`src/design/lsm_pkg.sv`:
```
// Shared types and constants of the memtable write buffer.
`timescale 1ns / 1ps
package lsm_pkg;
  localparam int BlockSize = 32;
  localparam int IdxW = $clog2(BlockSize);
  localparam int CntW = $clog2(BlockSize + 1);

  typedef enum logic [1:0] {
    MODE_INSERT = 2'd0,
    MODE_LOOKUP = 2'd1,
    MODE_DELETE = 2'd2,
    MODE_UPDATE = 2'd3
  } mode_t;

  typedef enum logic [1:0] {
    KIND_ACK   = 2'd0,
    KIND_ANSWER = 2'd1,
    KIND_RUN   = 2'd2,
    KIND_RSVD  = 2'd3
  } kind_t;

  typedef enum logic [3:0] {
    ST_IDLE, ST_SCAN, ST_SHIFT, ST_SORT_CMP, ST_EMIT_RD,
    ST_EMIT, ST_STORE, ST_RESP
  } state_t;

  // controller -> datapath
  typedef struct packed {
    logic       load_req;
    logic       hit_latch;   // capture hit and its value at scan index
    logic       scan_step;
    logic       shift_step;
    logic       del_done;
    logic       upd_write;
    logic       store_pair;
    logic       sort_init;
    logic       sort_cmp;
    logic       emit_rd;
    logic       emit_step;
    logic       resp_load;
  } cmd_t;

  // datapath -> controller
  typedef struct packed {
    logic full;
    logic scan_end;
    logic hit;
    logic shift_end;
    logic sort_end;
    logic emit_end;
  } status_t;
endpackage

```
`src/design/lsm_ctrl.sv`:
```
// Sequencer for scan, shift, sort and flush of the memtable.
`timescale 1ns / 1ps
module lsm_ctrl import lsm_pkg::*; (
  input  logic    clk,
  input  logic    rst,
  input  logic    in_fire,
  input  mode_t   mode_q,
  input  logic    sort_on_flush,
  input  logic    out_free,
  input  status_t sts,
  output logic    busy,
  output cmd_t    cmd
);
  state_t state, state_next;
  logic   need_flush;

  assign need_flush = sts.full;
  assign busy = (state != ST_IDLE);

  always_ff @(posedge clk) begin
    if (rst) state <= ST_IDLE;
    else     state <= state_next;
  end

  always_comb begin
    state_next = state;
    unique case (state)
      ST_IDLE:  if (in_fire) state_next = ST_SCAN;
      ST_SCAN: begin
        if (mode_q == MODE_INSERT) begin
          if (need_flush) state_next = sort_on_flush ? ST_SORT_CMP : ST_EMIT_RD;
          else            state_next = ST_STORE;
        end else if (sts.hit || sts.scan_end) begin
          priority case (1'b1)
            mode_q == MODE_LOOKUP:             state_next = ST_RESP;
            mode_q == MODE_DELETE && sts.hit:  state_next = ST_SHIFT;
            mode_q == MODE_DELETE:             state_next = ST_RESP;
            sts.hit:                           state_next = ST_RESP;
            need_flush: state_next = sort_on_flush ? ST_SORT_CMP : ST_EMIT_RD;
            default:                           state_next = ST_STORE;
          endcase
        end
      end
      ST_SHIFT:    if (sts.shift_end) state_next = ST_RESP;
      ST_SORT_CMP: state_next = sts.sort_end ? ST_EMIT_RD : ST_SORT_CMP;
      ST_EMIT_RD:  state_next = ST_EMIT;
      ST_EMIT: begin
        if (out_free) begin
          if (sts.emit_end)   state_next = ST_STORE;
          else                state_next = sort_on_flush ? ST_SORT_CMP : ST_EMIT_RD;
        end
      end
      ST_STORE:    state_next = (need_flush) ? ST_STORE : ST_RESP;
      ST_RESP:     if (out_free) state_next = ST_IDLE;
      default:     state_next = ST_IDLE;
    endcase
  end

  always_comb begin
    cmd = '0;
    cmd.load_req = (state == ST_IDLE) && in_fire;
    unique case (state)
      ST_SCAN: begin
        cmd.scan_step = (mode_q != MODE_INSERT) && !sts.hit && !sts.scan_end;
        cmd.hit_latch = (mode_q != MODE_INSERT) && sts.hit;
        cmd.upd_write = (mode_q == MODE_UPDATE) && sts.hit;
        cmd.sort_init = 1'b1;
      end
      ST_SHIFT:    begin
        cmd.shift_step = !sts.shift_end;
        cmd.del_done   = sts.shift_end;
      end
      ST_SORT_CMP: cmd.sort_cmp = 1'b1;
      ST_EMIT_RD:  cmd.emit_rd  = 1'b1;
      ST_EMIT:     cmd.emit_step = out_free;
      ST_STORE:    cmd.store_pair = !need_flush;
      ST_RESP:     cmd.resp_load = out_free;
      default: ;
    endcase
  end
endmodule

```
`config.mk`:
```
export PLATFORM = sky130hd
export DESIGN_NAME = lsm_ctrl
export DESIGN_NICKNAME = d
export VERILOG_FILES = /design/src/design/lsm_pkg.sv /design/src/design/lsm_ctrl.sv
export SDC_FILE = /design/constraint.sdc
export NUM_CORES = 1
export LEC_CHECK = 0
export BUFFER_PORTS_ARGS = -buffer_cell sky130_fd_sc_hd__buf_2
export CELL_PAD_IN_SITES_DETAIL_PLACEMENT = 1
export CELL_PAD_IN_SITES_GLOBAL_PLACEMENT = 2
export CORE_MARGIN = 3
export CORE_UTILIZATION = 21
export DETAILED_ROUTE_END_ITERATION = 6
export PLACE_DENSITY = 0.82
export SLEW_MARGIN = 20
export SYNTH_ARGS = -nofsm -noshare
export SYNTH_HDL_FRONTEND = slang
export SYNTH_SLANG_ARGS = --single-unit
```
`constraint.sdc`:
```
create_clock -name clk -period 2.22 [get_ports clk]
set_input_delay 0.222 -clock clk [delete_from_list [all_inputs] [get_ports clk]]
set_output_delay 0.222 -clock clk [all_outputs]
set_load 0.005 [all_outputs]
```
==> results of run 1 <==
-- kinds of logic (layout without fill, tap and decap cells) --
logic type,count (synthesis),after routing,share of synthesized area
buffers and inverters,7,35,0.0630
AOI/OAI and AO/OA,17,17,0.289
DFF,3,3,0.138
muxes,1,1,0.0229
and+or+nand+nor,35,35,0.487
-- final timing paths --
check                              start       end  slack, ns  cells past startpoint
worst max register to register  state[0]  state[1]       0.49                      4
worst min register to register  state[1]  state[1]       0.68                      3
worst min-delay path                 rst  state[1]       0.21                      2
worst max-delay path            state[0]    cmd[9]       0.20                      4
-- timing repair --
item	4_1_cts	5_1_grt
endpoints found under the hold margin	0	0
setup endpoints to repair	0	1
gates resized for setup	0	1
-- power by group --
group          switching, mW  internal [mW]  total [mW]
clock                 0.0273         0.0673      0.0946
sequential            0.0363         0.0837       0.120
combinational          0.250          0.210       0.460
-- area by class of cell --
| class | count | area (um^2) |
|---|---|---|
| well taps | 25 | 31.3 |
| flip-flops and latches | 3 | 61.3 |
| fillers | 262 | 1210 |
| repair buffers | 27 | 140 |
| inverters | 4 | 16.3 |
| multi-input cells | 53 | 349 |
| clock buffers | 4 | 26.3 |
-- worst reg2reg max path: cells and delay by family, from the launching register on --
kind,cells,cell delay [ns]
AOI/OAI and AO/OA,2,0.21
and+or+nand+nor,2,0.96
DFF,1,0.44
-- metal layers --
layer / global-route usage / wire length, um / up-vias
li1: - / - / 295
met5: 0 / 0 / -
met3: 0.0401 / 143 / 0
met4: 0.0524 / 0 / 0
met2: 0.193 / 656 / 29
met1: 0.155 / 713 / 270
-- cell usage after synthesis, types with 2 or more instances --
master,instances
nand3b_1,2
nor2_1,9
nor2b_1,2
nand2_1,5
dfxtp_1,3
o21ai_0,5
clkbuf_1,3
nor4b_1,2
and3_1,2
o21bai_1,2
inv_1,3
nor3b_1,2
==> impl_metrics.ini, run 1 <==
[status]
status = finished, final reports clean

[job]
cap_violations = 0

[sta]
worst_slack_ns = 0.201
slew_headroom = 0.726
rsz0062_at_grt = no
fin_crit_sh = 0.909
slew_violations = 0
clock.fmax_ghz = 0.495
setup-violations-final = 0
fin_skew_ns = 0.00259
hold_ws_ns = 0.213
fin_setup_tns_ns = 0
worstMarginPinSlew_ns = 0.406
min_period_ns = 2.02
hold_viol = 0

[worst_setup_path]
crit_chain = or3b_1, or4_4, clkinv_2, buf_2
cp.arrival_ns = 1.80
cp_slowest_cell = or4_4
cp_top_family = simple AND/OR/NAND/NOR gates
critPathKind = reg -> out
start_kind = flop
crit_required_ns = 2.00
path_max_fanout = 14
endpoint_kind = output pin
cpPeakStageDelay_ns = 0.53
path_buf_inv = 2

[placement]
portBuffers = 25
dp_slack_ns = 0.346
dp_hpwl_um = 1170
gp_congestion = 0.728
dp_cells = 112
post_dp_cell_area_um2 = 597

[cells_and_area]
largest_reg_flops = 3
final_cells = 116
final_area_um2 = 624
diodes = 0
final_cell_mix = 25 x buf_2, 9 x nor2_1, 5 x nand2_1, 5 x o21ai_0
final_common_cell = buf_2
drive_above_1_share = 0.374
max_flop_register = state
area_growth_pct = 43.0
fin_nets = 105
fin_util = 0.339
top_regs = state x3

[power_and_ir_drop]
power.density_nw_per_um2 = 1080
power_uw = 675
ir_drop_mv = 0.338
p_leak_nw = 0.297

[detailed_routing]
routed_wl_um = 1510
first_iter_violations = 16
post_drt_wl_per_cell_um = 13.0
route.vias.total = 594
drtPass1Iterations = 4
viasPerCell = 5.12
antenna_left = 0
drc = 0

[synth]
ys_top_cells_by_area = dfxtp_1 14%, nor2_1 7.7%, o21ai_0 5.7%
synth_seq_cells = 3
async_flop_share = 0
synth.distinct_cells = 35
synth_flop_cell = dfxtp_1
syn_area_per_cell_um2 = 6.93
synth_fp_nets = 76
synth_edf_count = 0
synth_top_area_share = 0.138
yosysTopAreaCell = dfxtp_1
yosys_warnings = 0
ys_seq_area_frac = 0.138
synth_area_um2 = 437
syn-instance-count = 63

[floorplan]
dieArea_um2 = 2660
row_count = 15
fp.dieH_um = 51.6
fp.dieW_um = 51.6
core_area_um2 = 1840
start_util = 0.237
ioPinCount = 26

[clocking]
postCtsHoldBufs = 0
h-tree-depth = 1
path_clk_slew_ns = 0.04
clock_sinks = 3
numCtsBuffers = 3
postCtsSetupRepairBufs = 0
cts_root_buffer = clkbuf_4
clock_path_buffers = 2
tritoncts = built
insertion_delay_ns = 0.23

[grt]
overflow = 0
grt_use_total = 0.124
antenna_found_initial = 0
grt_pass1_vias = 569
grt_max_degree = 16
grt_pass1_wl_um = 2520

[min_path]
hold_class = in -> reg
Power figures use the tool's default switching activity.
==> run 2, diff against run 1 <==
--- a/config.mk
+++ b/config.mk
@@ -9,9 +9,9 @@
 export CELL_PAD_IN_SITES_DETAIL_PLACEMENT = 1
 export CELL_PAD_IN_SITES_GLOBAL_PLACEMENT = 2
 export CORE_MARGIN = 3
-export CORE_UTILIZATION = 21
+export CORE_UTILIZATION = 20
 export DETAILED_ROUTE_END_ITERATION = 6
-export PLACE_DENSITY = 0.82
+export PLACE_DENSITY = 0.79
 export SLEW_MARGIN = 20
 export SYNTH_ARGS = -nofsm -noshare
 export SYNTH_HDL_FRONTEND = slang
==> constraint.sdc (replaced) <==
create_clock -name clk -period 2.2 [get_ports clk]
set_input_delay 0.22 -clock clk [delete_from_list [all_inputs] [get_ports clk]]
set_output_delay 0.22 -clock clk [all_outputs]
set_load 0.005 [all_outputs]
==> run 2 against run 1 <==
Total power up 2.4%. Clock skew is 0.0076 ns higher. Register-to-register slack got worse by 0.03 ns. Largest cell class unchanged. Highest routed layer is now met4.
==> impl_metrics.ini, run 2 (synthesized netlist as in run 1, its figures left out) <==
[status]
status = finished, final reports clean

[clocking]
tritoncts = built
insertion_delay_ns = 0.25
clock_path_buffers = 2
cts_root_buffer = clkbuf_4
path_clk_slew_ns = 0.04
postCtsSetupRepairBufs = 0
numCtsBuffers = 3
clock_sinks = 3
h-tree-depth = 1

[sta]
slew_headroom = 0.712
fin_skew_ns = 0.0102
slew_violations = 0
clock.fmax_ghz = 0.489
rsz0062_at_grt = no
worstMarginPinSlew_ns = 0.426
min_period_ns = 2.04
fin_setup_tns_ns = 0
hold_viol = 0
setup-violations-final = 0
fin_crit_sh = 0.929

[placement]
dp_cells = 114
portBuffers = 25
gp_congestion = 0.706
dp_hpwl_um = 1270

[worst_setup_path]
path_buf_inv = 2
cp_top_family = simple AND/OR/NAND/NOR gates
path_max_fanout = 14
cp_slowest_cell = or4_4
cpPeakStageDelay_ns = 0.53
start_kind = flop
endpoint_kind = output pin
critPathKind = reg -> out
crit_required_ns = 1.98
crit_chain = or3b_1, or4_4, clkinv_2, buf_2
cp.arrival_ns = 1.82

[grt]
grt_max_degree = 16
grt_use_total = 0.126
antenna_found_initial = 0
overflow = 0
grt_pass1_wl_um = 2620
grt_pass1_vias = 609

[cells_and_area]
largest_reg_flops = 3
fillers = 276
drive_above_1_share = 0.374
max_flop_register = state
top_regs = state x3
fin_nets = 105
final_cell_mix = 25 x buf_2, 9 x nor2_1, 5 x nand2_1, 5 x o21ai_0
final_common_cell = buf_2
area_growth_pct = 43.6
fin_util = 0.310
final_cells = 118
diodes = 0

[power_and_ir_drop]
ir_drop_mv = 0.316
power.density_nw_per_um2 = 1100
p_leak_nw = 0.297

[floorplan]
start_util = 0.216
core_area_um2 = 2020
fp.dieW_um = 52.7
row_count = 16
dieArea_um2 = 2780
fp.dieH_um = 52.7
ioPinCount = 26

[detailed_routing]
antenna_left = 0
drtPass1Iterations = 4
route.vias.total = 589
first_iter_violations = 4
routed_wl_um = 1620
post_drt_wl_per_cell_um = 13.7
drc = 0
viasPerCell = 4.99

[min_path]
hold_class = in -> reg

[job]
cap_violations = 0
-- run 2: cell counts in the layout (fill, tap and decap cells not counted) --
No cell type changed its count.
-- run 2: routing by layer --
layer	vias up	global-route usage	wire length (um)
li1	296	-	-
met1	264	0.153	752
met2	26	0.217	698
met3	3	0.00570	133
met4	0	0.0766	34
met5	-	0	0
-- run 2: power by group --
group          total (mW)  switching (mW)  leakage (nW)  internal (mW)
sequential          0.122          0.0374        0.0250         0.0843
combinational       0.464           0.251         0.257          0.213
clock               0.105          0.0368        0.0150         0.0685
total               0.691           0.326         0.297          0.365
-- run 2: stage by stage --
stage | hold WS [ns] | setup slack (ns) | area, um^2 | total power [mW]
floorplan | 0.289 | 0.671 | 437 | 0.415
global placement | 0.445 | 0.369 | 599 | 0.575
detailed placement | 0.452 | 0.309 | 599 | 0.585
CTS | 0.200 | 0.0166 | 626 | 0.700
global route | 0.219 | 0.0853 | 627 | 0.760
finish | 0.205 | 0.155 | 627 | 0.691
-- run 2: repair_timing --
item                                    4_1_cts  5_1_grt
hold buffers                                  0        0
gates resized for setup                       0        1
hold endpoints to repair                      0        0
endpoints found under the setup margin        0        1
-- run 2: worst paths after layout --
| path | startpoint | endpoint | slack (ns) | cells after the start |
|---|---|---|---|---|
| worst max register to register | state[0] | state[1] | 0.46 | 4 |
| worst min-delay path | rst | state[1] | 0.21 | 2 |
| worst min register to register | state[0] | state[2] | 0.67 | 2 |
| worst max-delay path | state[0] | cmd[9] | 0.16 | 4 |
-- run 2: area by class of cell --
type | instances | area, um^2 | share of cell area
multi-input combinational | 53 | 349 | 0.557
inverter | 4 | 16.3 | 0.0259
sequential | 3 | 61.3 | 0.0978
clock buffer | 4 | 26.3 | 0.0419
tap | 27 | 33.8 | 0.0539
timing repair buffer | 27 | 140 | 0.224
-- run 2: worst reg2reg max path, cell delays in order (launching register included) --
cell and delay (ns):
dfxtp_2 0.44, or3b_1 0.43, or4_4 0.53, o211ai_1 0.13
a21oi_1 0.08
==> run 3, diff against run 2 <==
--- a/config.mk
+++ b/config.mk
@@ -6,12 +6,10 @@
 export NUM_CORES = 1
 export LEC_CHECK = 0
 export BUFFER_PORTS_ARGS = -buffer_cell sky130_fd_sc_hd__buf_2
-export CELL_PAD_IN_SITES_DETAIL_PLACEMENT = 1
-export CELL_PAD_IN_SITES_GLOBAL_PLACEMENT = 2
-export CORE_MARGIN = 3
-export CORE_UTILIZATION = 20
+export CORE_AREA = 3 3 40 42
 export DETAILED_ROUTE_END_ITERATION = 6
-export PLACE_DENSITY = 0.79
+export DIE_AREA = 0 0 43 45
+export PLACE_DENSITY = 0.67
 export SLEW_MARGIN = 20
 export SYNTH_ARGS = -nofsm -noshare
 export SYNTH_HDL_FRONTEND = slang
==> run 3 against run 2 <==
Worst hold slack worse by 0.00079 ns. Setup slack worse by 0.010 ns. Sequential power is 22% higher. Via count is 3.4% lower. Die area is 30% lower. Sequential cell count stayed put. Highest routed layer unchanged. Routed wire length is 21% lower. Final cell count is 11% lower.
==> impl_metrics.ini, run 3 (synthesized netlist as in run 1, its figures left out) <==
[status]
status = finished, final reports clean

[worst_setup_path]
cp_num_cells = 4
reg2reg_setup_slack_ns = 0.43
path_max_fanout = 16
path_buf_inv = 2
reg2regPathDepth = 4
critPathKind = reg -> out
cp.arrival_ns = 1.83
start_kind = flop
cp_slowest_cell = or4_4
crit_required_ns = 1.98
cp_top_family = simple AND/OR/NAND/NOR gates
endpoint_kind = output pin
cpPeakStageDelay_ns = 0.52
crit_chain = or3b_1, or4_4, clkinv_2, buf_2

[grt]
grt_use_total = 0.141
antenna_found_initial = 0
grt_max_degree = 17
grt_pass1_vias = 465
grt_pass1_wl_um = 2040
overflow = 0

[sta]
hold_viol = 0
setup-violations-final = 0
fin_skew_ns = 0.00243
fin_crit_sh = 0.934
fin_setup_tns_ns = 0
rsz0062_at_grt = no
min_period_ns = 2.05
slew_violations = 0
clock.fmax_ghz = 0.487
slew_headroom = 0.705
worstMarginPinSlew_ns = 0.442

[clocking]
clock_path_buffers = 2
cts_root_buffer = clkbuf_4
path_clk_slew_ns = 0.04
numCtsBuffers = 3
h-tree-depth = 1
ctsResizeCount = 0
postCtsSetupRepairBufs = 0
clock_sinks = 3
insertion_delay_ns = 0.24
postCtsHoldBufs = 0
tritoncts = built

[cells_and_area]
largest_reg_flops = 3
final_common_cell = buf_2
drive_above_1_share = 0.367
max_flop_register = state
top_regs = state x3
diodes = 0
fin_util = 0.470
final_cell_mix = 25 x buf_2, 9 x nor2_1, 5 x nand2_1, 5 x o21ai_0
area_growth_pct = 38.4
fin_nets = 104

[floorplan]
dieArea_um2 = 1940
core_area_um2 = 1280
row_count = 13
start_util = 0.340
ioPinCount = 26
fp.dieH_um = 45
fp.dieW_um = 43

[job]
cap_violations = 0

[detailed_routing]
viasPerCell = 5.42
drc = 0
post_drt_wl_per_cell_um = 12.2
antenna_left = 0
routed_wl_um = 1280
first_iter_violations = 8
route.vias.total = 569
drtPass1Iterations = 4

[power_and_ir_drop]
ir_drop_mv = 0.400
power.density_nw_per_um2 = 1090
p_leak_nw = 0.292

[placement]
portBuffers = 25
dp_hpwl_um = 969
gp_congestion = 0.829

[min_path]
hold_class = in -> reg
whs_path_depth = 2
run 3: changes by cell type in the layout (fill, tap and decap cells not counted):
cell and change:
buf_4 -1
run 3: worst paths after layout:
check,from,end
setup / recovery,state[2],cmd[9]
hold / removal,rst,state[1]
setup reg to reg,state[2],state[2]
hold reg to reg,state[0],state[2]
run 3: final cells by class:
class	instances	area (um^2)
fillers	140	681
multi-input cells	53	349
repair buffers	26	133
flip-flops and latches	3	61.3
clock buffers	4	26.3
well taps	15	18.8
inverters	4	16.3
run 3: per-layer routing:
layer / vias to the layer above / part of all wire / track usage
li1: 295 / - / -
met1: 246 / 0.47 / 0.179
met2: 26 / 0.42 / 0.213
met3: 2 / 0.10 / 0.0478
met4: 0 / 0.0070 / 0.0723
met5: - / 0 / 0
run 3: power by group:
| part | switching [mW] | internal [mW] | total [mW] |
|---|---|---|---|
| registers | 0.0643 | 0.0844 | 0.149 |
| logic | 0.208 | 0.201 | 0.409 |
| clock network | 0.0345 | 0.0684 | 0.103 |
| total | 0.307 | 0.354 | 0.661 |
run 3: stage by stage:
step | power, mW | worst slack [ns] | hold WS, ns | std cells | area [um^2]
floorplan | 0.415 | 0.671 | 0.289 | 63 | 437
global placement | 0.547 | 0.374 | 0.445 | 101 | 577
detailed placement | 0.551 | 0.343 | 0.448 | 101 | 577
CTS | 0.664 | 0.0693 | 0.192 | 105 | 603
global route | 0.733 | 0.0677 | 0.213 | 105 | 604
finish | 0.661 | 0.145 | 0.204 | 105 | 604
